## config.mk

```make
export PLATFORM = sky130hd
export DESIGN_NAME = line_continuation_tokenizer_flat
export DESIGN_NICKNAME = d
export VERILOG_FILES = /design/src/rtl/lct_pkg.sv /design/src/rtl/lct_in_if.sv /design/src/rtl/lct_out_if.sv /design/src/rtl/lct_events.sv /design/src/rtl/line_continuation_tokenizer.sv /design/src/flat_wrapper.sv
export VERILOG_INCLUDE_DIRS = /design/src /design/src/rtl
export SDC_FILE = /design/constraint.sdc
export NUM_CORES = 1
export LEC_CHECK = 0
export BUFFER_PORTS_ARGS = -buffer_cell sky130_fd_sc_hd__buf_2
export CORE_MARGIN = 10
export CORE_UTILIZATION = 43
export CTS_CLUSTER_SIZE = 14
export DETAILED_ROUTE_END_ITERATION = 8
export PLACE_DENSITY_LB_ADDON = 0.08
export SKIP_CTS_REPAIR_TIMING = 1
export SLEW_MARGIN = 20
export SYNTH_ARGS = -nofsm -noshare
export SYNTH_HDL_FRONTEND = slang
export SYNTH_SLANG_ARGS = --single-unit
export TNS_END_PERCENT = 10
```

## constraint.sdc

```tcl
create_clock -name clk -period 9.81 [get_ports clk]
set_input_delay 0.981 -clock clk [delete_from_list [all_inputs] [get_ports clk]]
set_output_delay 0.981 -clock clk [all_outputs]
set_load 0.005 [all_outputs]
```

## src/rtl/assert_macros.svh

```systemverilog
`ifndef ASSERT_MACROS_SVH
`define ASSERT_MACROS_SVH

// check a condition at every clock edge outside reset
`define ASSERT_ALWAYS(lbl, clk, rst_n, cond, msg) \
  lbl: assert property (@(posedge clk) disable iff (!rst_n) (cond)) else $error(msg);

// check a consequence in the cycle after the antecedent
`define ASSERT_NEXT(lbl, clk, rst_n, ante, cons, msg) \
  lbl: assert property (@(posedge clk) disable iff (!rst_n) (ante) |=> (cons)) else $error(msg);

`endif

```

## src/rtl/lct_pkg.sv

```systemverilog
package lct_pkg;

  localparam int MAX_EV    = 3;
  localparam int EV_IDX_W  = $clog2(MAX_EV);
  localparam int CNT_W     = $clog2(MAX_EV + 1);
  localparam int QDEPTH    = 8;
  localparam int QPTR_W    = $clog2(QDEPTH);
  localparam int QCNT_W    = $clog2(QDEPTH + 1);
  localparam int CFG_AW    = 3;
  localparam int CFG_DW    = 32;

  localparam logic [7:0] CH_BACKSLASH = 8'h5C;
  localparam logic [7:0] CH_CR        = 8'h0D;
  localparam logic [7:0] CH_LF        = 8'h0A;
  localparam logic [7:0] CH_SPACE     = 8'h20;
  localparam logic [7:0] CH_TAB       = 8'h09;
  localparam logic [7:0] CH_VT        = 8'h0B;
  localparam logic [7:0] CH_FF        = 8'h0C;

  localparam logic CFG_IDX_CONT_EN = 1'b0;

  typedef enum logic [1:0] {
    EV_BYTE      = 2'd0,
    EV_TOKEN_END = 2'd1,
    EV_EOL       = 2'd2,
    EV_EOF       = 2'd3
  } kind_t;

  typedef struct packed {
    kind_t      kind;
    logic [7:0] data;
    logic       start;
    logic       last;
  } event_t;

  typedef struct packed {
    logic pend_bs;
    logic pend_cr;
    logic in_tok;
  } state_t;

endpackage

```

## src/rtl/lct_in_if.sv

```systemverilog
interface lct_in_if;
  logic       valid;
  logic       ready;
  logic [7:0] in_byte;
  logic       end_of_input;

  modport source (output valid, in_byte, end_of_input, input ready);
  modport sink   (input valid, in_byte, end_of_input, output ready);
endinterface

```

## src/rtl/lct_out_if.sv

```systemverilog
interface lct_out_if
  import lct_pkg::*;
();
  logic       valid;
  logic       ready;
  kind_t      event_kind;
  logic [7:0] out_byte;
  logic       token_start;
  logic       last_of_run;

  modport source (output valid, event_kind, out_byte, token_start, last_of_run, input ready);
  modport sink   (input valid, event_kind, out_byte, token_start, last_of_run, output ready);
endinterface

```

## src/rtl/lct_events.sv

```systemverilog
module lct_events
  import lct_pkg::*;
(
  input  logic                      in_eoi,
  input  logic [7:0]                in_data,
  input  logic                      cont_en,
  input  state_t                    st_cur,
  output state_t                    st_nxt,
  output event_t [MAX_EV-1:0]       ev,
  output logic   [CNT_W-1:0]        ev_cnt
);

  state_t                st;
  event_t [MAX_EV-1:0]   evs;
  logic   [EV_IDX_W-1:0] n;
  logic                  done;
  logic                  is_eol;
  logic                  is_ws;

  always_comb begin
    st     = st_cur;
    evs    = '0;
    n      = '0;
    done   = 1'b0;
    is_eol = (in_data == CH_CR) || (in_data == CH_LF);
    is_ws  = (in_data == CH_SPACE) || (in_data == CH_TAB) ||
             (in_data == CH_VT) || (in_data == CH_FF);

    if (in_eoi) begin
      if (st.pend_bs) begin
        evs[n] = '{kind: EV_BYTE, data: CH_BACKSLASH, start: !st.in_tok, last: 1'b0};
        n = n + EV_IDX_W'(1);
        st.in_tok = 1'b1;
      end
      if (st.in_tok) begin
        evs[n] = '{kind: EV_TOKEN_END, data: 8'h00, start: 1'b0, last: 1'b0};
        n = n + EV_IDX_W'(1);
      end
      evs[n] = '{kind: EV_EOF, data: 8'h00, start: 1'b0, last: 1'b0};
      n = n + EV_IDX_W'(1);
      st = '0;
    end else begin
      if (st.pend_cr) begin
        st.pend_cr = 1'b0;
        if (in_data == CH_LF) begin
          done = 1'b1;
        end
      end
      if (!done && st.pend_bs) begin
        st.pend_bs = 1'b0;
        if (is_eol) begin
          if (st.in_tok) begin
            evs[n] = '{kind: EV_TOKEN_END, data: 8'h00, start: 1'b0, last: 1'b0};
            n = n + EV_IDX_W'(1);
            st.in_tok = 1'b0;
          end
          st.pend_cr = (in_data == CH_CR);
          done = 1'b1;
        end else begin
          evs[n] = '{kind: EV_BYTE, data: CH_BACKSLASH, start: !st.in_tok, last: 1'b0};
          n = n + EV_IDX_W'(1);
          st.in_tok = 1'b1;
        end
      end
      if (!done) begin
        if (is_eol) begin
          if (st.in_tok) begin
            evs[n] = '{kind: EV_TOKEN_END, data: 8'h00, start: 1'b0, last: 1'b0};
            n = n + EV_IDX_W'(1);
            st.in_tok = 1'b0;
          end
          evs[n] = '{kind: EV_EOL, data: 8'h00, start: 1'b0, last: 1'b0};
          n = n + EV_IDX_W'(1);
          st.pend_cr = (in_data == CH_CR);
        end else if ((in_data == CH_BACKSLASH) && cont_en) begin
          st.pend_bs = 1'b1;
        end else if (is_ws) begin
          if (st.in_tok) begin
            evs[n] = '{kind: EV_TOKEN_END, data: 8'h00, start: 1'b0, last: 1'b0};
            n = n + EV_IDX_W'(1);
            st.in_tok = 1'b0;
          end
        end else begin
          evs[n] = '{kind: EV_BYTE, data: in_data, start: !st.in_tok, last: 1'b0};
          n = n + EV_IDX_W'(1);
          st.in_tok = 1'b1;
        end
      end
    end

    if (n != '0) begin
      evs[n - EV_IDX_W'(1)].last = 1'b1;
    end
  end

  assign st_nxt = st;
  assign ev     = evs;
  assign ev_cnt = CNT_W'(n);

endmodule

```

## src/rtl/line_continuation_tokenizer.sv

```systemverilog
// Line continuation tokenizer.
// Input channel in_ch carries one text byte per transfer, or an end-of-input
// marker (end_of_input high, byte ignored). Output channel out_ch carries
// token events: token byte with start flag, token end, end of line, end of
// file; last_of_run marks the final event caused by one input transfer.
// Each input transfer yields zero to three events, which are written at the
// accepting edge into an eight-entry event queue; the head of the queue
// drives out_ch. Throughput is one input byte per cycle while the queue has
// room for three events; the output drains one event per cycle while
// out_ch.ready is high, so only bursts of events above one per byte slow the
// input. in_ch.ready drops when fewer than three queue entries are free, so a
// stalled receiver backs up into the input.
// Register 0 at cfg address 0 is continuation_enable, write it while idle.
// Reset (rst_n low, synchronous) empties the queue, clears the backslash,
// CR and open-token state, and sets continuation_enable to 1.
// An end-of-input transfer emits a pending backslash as a token byte, closes
// any open token, emits end of file and clears the tokenizer state.
module line_continuation_tokenizer
  import lct_pkg::*;
(
  input  logic              clk,
  input  logic              rst_n,
  lct_in_if.sink            in_ch,
  lct_out_if.source         out_ch,
  input  logic              cfg_psel,
  input  logic              cfg_penable,
  input  logic              cfg_pwrite,
  input  logic [CFG_AW-1:0] cfg_paddr,
  input  logic [CFG_DW-1:0] cfg_pwdata,
  output logic [CFG_DW-1:0] cfg_prdata,
  output logic              cfg_pready
);

  `include "assert_macros.svh"

  logic                cont_en_r;
  state_t              st_r;
  state_t              st_nxt;
  event_t [MAX_EV-1:0] ev;
  logic   [CNT_W-1:0]  ev_cnt;

  event_t              q_mem [QDEPTH];
  logic   [QPTR_W-1:0] wr_ptr_r;
  logic   [QPTR_W-1:0] rd_ptr_r;
  logic   [QCNT_W-1:0] count_r;
  logic   [QCNT_W-1:0] count_nxt;
  logic   [CNT_W-1:0]  n_wr;

  logic in_xfer;
  logic out_xfer;
  logic cfg_wr;

  assign cfg_pready = 1'b1;
  assign cfg_wr     = cfg_psel && cfg_penable && cfg_pwrite && cfg_pready;
  assign cfg_prdata = (cfg_paddr[2] == CFG_IDX_CONT_EN) ? {{(CFG_DW-1){1'b0}}, cont_en_r}
                                                         : '0;

  assign in_ch.ready = (count_r <= QCNT_W'(QDEPTH - MAX_EV));
  assign in_xfer     = in_ch.valid && in_ch.ready;
  assign out_xfer    = out_ch.valid && out_ch.ready;

  lct_events u_events (
    .in_eoi  (in_ch.end_of_input),
    .in_data (in_ch.in_byte),
    .cont_en (cont_en_r),
    .st_cur  (st_r),
    .st_nxt  (st_nxt),
    .ev      (ev),
    .ev_cnt  (ev_cnt)
  );

  assign n_wr      = in_xfer ? ev_cnt : '0;
  assign count_nxt = count_r + QCNT_W'(n_wr) - QCNT_W'(out_xfer);

  always_ff @(posedge clk) begin
    if (!rst_n) begin
      cont_en_r <= 1'b1;
      st_r      <= '0;
      wr_ptr_r  <= '0;
      rd_ptr_r  <= '0;
      count_r   <= '0;
    end else begin
      if (cfg_wr && (cfg_paddr[2] == CFG_IDX_CONT_EN)) begin
        cont_en_r <= cfg_pwdata[0];
      end
      if (in_xfer) begin
        st_r <= st_nxt;
      end
      wr_ptr_r <= wr_ptr_r + QPTR_W'(n_wr);
      if (out_xfer) begin
        rd_ptr_r <= rd_ptr_r + QPTR_W'(1);
      end
      count_r <= count_nxt;
    end
  end

  always_ff @(posedge clk) begin
    for (int i = 0; i < MAX_EV; i++) begin
      if (CNT_W'(i) < n_wr) begin
        q_mem[wr_ptr_r + QPTR_W'(i)] <= ev[i];
      end
    end
  end

  assign out_ch.valid       = (count_r != '0);
  assign out_ch.event_kind  = q_mem[rd_ptr_r].kind;
  assign out_ch.out_byte    = q_mem[rd_ptr_r].data;
  assign out_ch.token_start = q_mem[rd_ptr_r].start;
  assign out_ch.last_of_run = q_mem[rd_ptr_r].last;

  `ASSERT_ALWAYS(a_q_bound, clk, rst_n, count_r <= QCNT_W'(QDEPTH), "event queue overflow")
  `ASSERT_NEXT(a_eof_clear, clk, rst_n, in_xfer && in_ch.end_of_input, st_r == '0, "state not cleared after end of input")
  `ASSERT_NEXT(a_drain_one, clk, rst_n, out_xfer && !in_xfer, count_r == $past(count_r) - QCNT_W'(1), "queue count off after output transfer")

endmodule
```

## src/flat_wrapper.sv

```systemverilog
// flat-port wrapper written by rule: the top's interface ports become plain ports
module line_continuation_tokenizer_flat import lct_pkg::*;
  (clk, rst_n, cfg_psel, cfg_penable, cfg_pwrite, cfg_paddr, cfg_pwdata, cfg_prdata, cfg_pready, in_ch_valid, in_ch_in_byte, in_ch_end_of_input, in_ch_ready, out_ch_valid, out_ch_event_kind, out_ch_out_byte, out_ch_token_start, out_ch_last_of_run, out_ch_ready);
  lct_in_if in_ch_i ();
  lct_out_if out_ch_i ();
  input  logic clk;
  input  logic rst_n;
  input  logic cfg_psel;
  input  logic cfg_penable;
  input  logic cfg_pwrite;
  input  logic [CFG_AW-1:0] cfg_paddr;
  input  logic [CFG_DW-1:0] cfg_pwdata;
  output logic [CFG_DW-1:0] cfg_prdata;
  output logic cfg_pready;
  input wire logic [$bits(in_ch_i.valid)-1:0] in_ch_valid;
  input wire logic [$bits(in_ch_i.in_byte)-1:0] in_ch_in_byte;
  input wire logic [$bits(in_ch_i.end_of_input)-1:0] in_ch_end_of_input;
  output wire logic [$bits(in_ch_i.ready)-1:0] in_ch_ready;
  output wire logic [$bits(out_ch_i.valid)-1:0] out_ch_valid;
  output wire logic [$bits(out_ch_i.event_kind)-1:0] out_ch_event_kind;
  output wire logic [$bits(out_ch_i.out_byte)-1:0] out_ch_out_byte;
  output wire logic [$bits(out_ch_i.token_start)-1:0] out_ch_token_start;
  output wire logic [$bits(out_ch_i.last_of_run)-1:0] out_ch_last_of_run;
  input wire logic [$bits(out_ch_i.ready)-1:0] out_ch_ready;
  assign in_ch_i.valid = in_ch_valid;
  assign in_ch_i.in_byte = in_ch_in_byte;
  assign in_ch_i.end_of_input = in_ch_end_of_input;
  assign in_ch_ready = in_ch_i.ready;
  assign out_ch_valid = out_ch_i.valid;
  assign out_ch_event_kind = out_ch_i.event_kind;
  assign out_ch_out_byte = out_ch_i.out_byte;
  assign out_ch_token_start = out_ch_i.token_start;
  assign out_ch_last_of_run = out_ch_i.last_of_run;
  assign out_ch_i.ready = out_ch_ready;
  line_continuation_tokenizer u_core (.clk(clk), .rst_n(rst_n), .in_ch(in_ch_i), .out_ch(out_ch_i), .cfg_psel(cfg_psel), .cfg_penable(cfg_penable), .cfg_pwrite(cfg_pwrite), .cfg_paddr(cfg_paddr), .cfg_pwdata(cfg_pwdata), .cfg_prdata(cfg_prdata), .cfg_pready(cfg_pready));
endmodule
```

Yosys cells after proc, flatten, opt, wreduce, memory -nomap -nowiden
Memory sizes are Yosys's and may differ from the RTL's. A register that Yosys moved wholly into a read port is not among the register bits.
Index checks and enable logic that the tools add are counted.
{"block": "totals", "ff_bits": 14, "mem_bits_rw": 96, "in_bits": 51, "output_inout_bits": 47, "elab_cells": 151, "mem_count": 1}
{"memory": "u_core.q_mem", "depth": 8, "word_bits": 12, "rd": 1, "rd_ports_with_merged_regs": 1, "wr": 3, "line": "line_continuation_tokenizer.sv:42", "rtl": "event_t q_mem [QDEPTH];"}
{"block": "classes", "n_addsub": 11, "order_cmp": 14, "eq_ne": 7, "n_mux": 77, "bitwise_logic": 13, "reduce_logical": 21}
{"cell": "$mux 36", "count": 12}
{"cell": "$demux 12 s2", "count": 5}
{"cell": "$not 33->33", "count": 3}
{"cell": "$mux 12", "count": 8}
{"cell": "$bwmux 36", "count": 2}
{"cell": "$and 11x33->33", "count": 2}
{"cell": "$eq 8x4->1 const B", "count": 5}
{"cell": "$and 33x33->33", "count": 1}
{"cell": "$mux 2", "count": 16}
{"cell": "$and 30x30->30", "count": 1}
{"cell": "$not 30->30", "count": 1}
{"cell": "$mux 1", "count": 26}
{"cell": "$mux 3", "count": 6}
{"cell": "$lt 2x3->1 const B", "count": 5}
{"cell": "$logic_and 1x1->1", "count": 12}
{"cell": "$mux 11", "count": 1}
{"cell": "$ge 2x1->1 const B", "count": 5}
{"cell": "$mux 9", "count": 1}
{"cell": "$add 2x1->2 const B", "count": 4}
{"cell": "$eq 8x6->1 const B", "count": 1}
{"cell": "$eq 8x7->1 const B", "count": 1}
{"cell": "$add 3x1->3 const B", "count": 2}
{"cell": "$or 1x3->3", "count": 2}
{"cell": "$or 6x6->6", "count": 1}
{"cell": "other kinds (14)", "count": 20}

Longest topological paths before layout
{"block": "logic_depth", "depth_word": 24, "depth_mapped": 22, "ltp_nobuf": 18}

By module
A second synthesis with hierarchy kept.
{"block": "hier_totals", "cells_unflattened": 910, "area_unflattened_um2": 8170.3}
{"module": "line_continuation_tokenizer", "n_inst": 1, "cells_per_inst": 782, "area_per_inst_um2": 7348.3, "seq_area_each_um2": 3223.1}
{"module": "lct_events", "n_inst": 1, "cells_per_inst": 128, "area_per_inst_um2": 822.0, "seq_area_each_um2": 0.0}

Worst setup path before layout
Ideal clock, no wire load.
{"block": "synth_path", "kind": "input -> register", "start": "input in_ch_in_byte[2]", "end": "memory u_core.q_mem[0][0] (netlist bit) (enable)", "setup_time_ps": 402, "t_arrival_ps": 4040, "required_ps": 9408, "path_slack_ps": 5368, "stages": 11, "path_buffers": 1, "path_cell_list": "buf_2 > and3b_1 > o211a_1 > o21ai_0 > ha_1 > nor2_1 > a22oi_1 > o32a_1 > nand2_1 > o21ai_1 > o311ai_1"}
{"element": "from (decl)", "line": "flat_wrapper.sv:16", "rtl": "input wire logic [$bits(in_ch_i.in_byte)-1:0] in_ch_in_byte;"}
{"element": "to (decl)", "line": "line_continuation_tokenizer.sv:42"}

==> results by stage <==
Floorplan:
- The floorplan step defined a die boundary enclosing between 20000 and 25000 sq um.
- The effective utilization at floorplan is roughly 44%.
- In this run the vertical extent of the chip is between 100 and 150 um.
- The floorplan row count is 46.
- The die span in x is between 100 and 150 um.
- After floorplanning, the core was sized to cover approximately 16000 sq um.
- The number of top-level design ports is 98.

Layout:
- Relative to the synthesized area, the layout overhead comes to 10.8%.
- The share of cells above drive strength 1 is 19.8%.
- The final net count is 709.
- The layout filler cell count is about 1500.
- The combined area of the multi-input logic cells is 3440 sq um.
- The number of antenna cells inserted is 0.
- The summed area of non-filler cells in the final layout is around 7800 sq um.
- The sequential cell area is around 3200 sq um.
- Measured on the finished design, the core utilization comes to between 40% and 50%.
- The post-layout instance count excluding filler cells is between 800 and 900.

Detailed routing:
- The mean number of vias per cell is 5.74.
- The final antenna-violating net count is 0.
- The total via count after detailed routing is ~5000.
- The final layout contains routed wiring with a total length of 19200 um.
- After detailed routing, the number of remaining DRC violations is 0.
- The number of DRC markers after the initial detailed-route iteration is 354.
- In the final routed layout, each cell accounts on average for 22.1 um.
- For this run, the detailed router's first-pass iteration total came to 5.

Clocking:
- Clock-pin slew was measured on the worst setup and hold paths at 0.05 ns.
- The clock root buffer master is sky130_fd_sc_hd__clkbuf_16.
- The H-tree level count is 4.
- The later-pin clock latency in the skew report is between 0.4 and 0.5 ns.
- The sink count of the clock tree is 113.
- TritonCTS built the clock tree.
- The deepest clock path buffer count is 2.
- In this run, CTS created clock tree buffers numbering 17.

Worst setup path:
- The worst path arrival time is about 4.7 ns.
- STA puts the critical path data required time at 9.69 ns.
- The category of the critical setup timing path is input pin to flop.
- The worst setup path is launched from an input pin.
- STA classifies the critical path endpoint as a flop.
- Along the worst path, the maximum fanout reaches 13.

Yosys:
- For this run, the leading register cell type out of synthesis is sky130_fd_sc_hd__edfxtp_1.
- The number of synthesized flops with an enable pin is 96.
- The synthesized design spends more area on one cell type than any other, namely sky130_fd_sc_hd__edfxtp_1.
- The number of standard cells after synthesis is ~630.
- The cell area that synthesis handed to floorplanning was about 7000 sq um.
- Sorting the synthesized cells by area gives the leading types as sky130_fd_sc_hd__edfxtp_1 (41%), sky130_fd_sc_hd__mux2i_1 (8.1%), sky130_fd_sc_hd__mux4_2 (7.7%), sky130_fd_sc_hd__a21oi_1 (6.0%), sky130_fd_sc_hd__dfxtp_1 (4.8%).
- The average cell area after synthesis is roughly 11 sq um.
- Of all flip-flops after synthesis, the portion carrying an async set or reset was 0%.
- Yosys mapped the design onto 60 distinct sky130hd cell types.
- The most common cell in the netlist is sky130_fd_sc_hd__edfxtp_1.
- The register bit count reported by yosys is 113.
- The portion of synthesized cell area occupied by the leading cell type is roughly two fifths.
- The part of the Yosys area used for sequential elements is between 40% and 50%.
- The number of warnings printed during yosys synthesis is 0.
- The commonest cells after synthesis are sky130_fd_sc_hd__edfxtp_1 (96), sky130_fd_sc_hd__a21oi_1 (85), sky130_fd_sc_hd__mux2i_1 (57).

Timing:
- The post-route minimum period is ~4.8 ns.
- For the final database, setup skew stands at between 0.005 and 0.006 ns.
- The final-report max-slew violation count is 0.
- The peak clock frequency supported by timing is roughly 210 MHz.
- Setup violations remaining at the end of the flow were counted as 0.
- Setup total negative slack on the finished layout was measured at 0 ns.
- Setup repair after global routing left no endpoint under its margin.
- The total count of hold-check failures in the final report was 0.
- The worst slew margin relative to its limit is between 20% and 30%.
- The portion of the clock cycle consumed by the worst path in the final layout is approximately half.
- For the pin with the worst max-slew slack, the measured transition is 1.12 ns.

Placement:
- The HPWL after detailed placement is ~13000 um.
- The count of port buffers added during placement is 32.
- The weighted congestion at the end of routability-driven global placement is between 0.8 and 0.9.
- The placed instance count is 840.
- Summing all placed instances gives a cell area of ~7200 sq um.

Job:
- The number of maximum-capacitance violations is 0.

Run status:
- The flow ran to the end, and the final reports show no timing, DRC or antenna violations.

Global route:
- The pin count of the biggest net entering global routing is between 50 and 60.
- In the global route stage, overall resource usage came out at roughly 18%.
- The total grt overflow is 0.
- The wire length of the first global-routing pass is around 30000 um.
- The initial antenna violation count is 0.
- The number of global-route vias before repair is between 5000 and 6000.

Pwr:
- The ratio of total power to cell area is just over 200 nW/um^2.
- The maximum resistive drop on vdd is between 0.15 and 0.2 mV.
- The leakage dissipation is roughly 3.2 nW.

Hold path:
- The path class of the tightest hold or removal check is flop to flop.
worst max-delay path, cell delays in order:
cell and delay [ns]:
sky130_fd_sc_hd__buf_2 0.14, sky130_fd_sc_hd__nor4_4 0.43, sky130_fd_sc_hd__o211a_1 0.36, sky130_fd_sc_hd__o21ai_0 0.15
sky130_fd_sc_hd__inv_1 0.09, sky130_fd_sc_hd__ha_1 0.28, sky130_fd_sc_hd__a21o_1 0.33, sky130_fd_sc_hd__nor3_1 0.11
sky130_fd_sc_hd__a21oi_2 0.85, sky130_fd_sc_hd__nand3_1 0.96
layer usage:
layer  vias to the layer above  routed length (um)  global-route usage, %
met5                         -                   0                      0
met4                         0                 147                   4.86
met1                      2476                8760                   23.8
met2                       188                9230                   28.7
li1                       2324                   -                      -
met3                        14                1110                   3.63
layout by cell type, fill, tap and decap left out, types with 4 or more instances in the layout:
master / n
sky130_fd_sc_hd__buf_2: 32
sky130_fd_sc_hd__buf_4: 12
sky130_fd_sc_hd__clkinvlp_4: 4
sky130_fd_sc_hd__ha_1: 13
sky130_fd_sc_hd__a21oi_1: 85
sky130_fd_sc_hd__nand4_2: 4
sky130_fd_sc_hd__inv_1: 17
sky130_fd_sc_hd__nand3_1: 12
sky130_fd_sc_hd__nor3_1: 13
sky130_fd_sc_hd__mux2i_1: 57
sky130_fd_sc_hd__nor2b_1: 6
sky130_fd_sc_hd__nor2_1: 52
sky130_fd_sc_hd__and2_1: 13
sky130_fd_sc_hd__and3_1: 7
sky130_fd_sc_hd__clkinv_1: 4
sky130_fd_sc_hd__conb_1: 32
sky130_fd_sc_hd__o211ai_1: 17
sky130_fd_sc_hd__mux2_2: 12
sky130_fd_sc_hd__a21boi_0: 4
sky130_fd_sc_hd__mux4_2: 24
sky130_fd_sc_hd__edfxtp_1: 96
sky130_fd_sc_hd__nand4_1: 5
sky130_fd_sc_hd__nand2_1: 26
sky130_fd_sc_hd__xnor2_1: 4
sky130_fd_sc_hd__a21oi_2: 8
sky130_fd_sc_hd__clkbuf_16: 17
sky130_fd_sc_hd__dfxtp_1: 17
sky130_fd_sc_hd__o21ai_1: 5
state kept, by name (all words and copies together) (netlist names), named ones only:
signal,flops
u_core.wr_ptr_r,3
u_core.cont_en_r,1
u_core.q_mem,96
u_core.st_r,3
u_core.rd_ptr_r,3
u_core.count_r,4
where the power goes:
group          internal [W]  total [W]  switching, W
Sequential         0.000574   0.000597     0.0000224
Combinational      0.000187   0.000416      0.000229
Clock              0.000367   0.000581      0.000214
cells by family after synthesis:
logic type | synth area share [%]
xor+xnor | 0.871
flops | 45.8
other cells | 0.107
compound gates | 12.7
simple gates | 12.6
fa+ha+maj | 2.88
mux | 17.7
buf+inv | 7.32
area by class of cell:
| type | instances | share of cell area [%] |
|---|---|---|
| multi-input combinational | 449 | 44.1 |
| clock inverter | 13 | 1.54 |
| inverter | 18 | 0.866 |
| tap | 216 | 3.46 |
| clock buffer | 19 | 5.55 |
| sequential | 113 | 41.3 |
| timing repair buffer | 44 | 3.21 |
final timing paths:
kind | start | endpoint | slack, ns | depth (start not counted)
worst max register to register | u_core.st_r[2] | u_core.q_mem[7][3] | 5.51 | 9
worst min-delay path | u_core.st_r[1] | u_core.st_r[1] | 0.50 | 2
worst max-delay path | in_ch_in_byte[4] | u_core.q_mem[3][3] | 4.98 | 10
worst min register to register | u_core.st_r[1] | u_core.st_r[1] | 0.50 | 2
through the flow:
stage	worst slack [ns]	hold WS [ns]	total power (W)
floorplan	5.37	0.460	0.000905
global placement	4.51	0.486	0.00102
CTS	4.94	0.500	0.00161
global route	4.73	0.550	0.00168
finish	4.98	0.503	0.00159
detailed placement	4.51	0.493	0.00103
(Power assumes the default switching activity.)
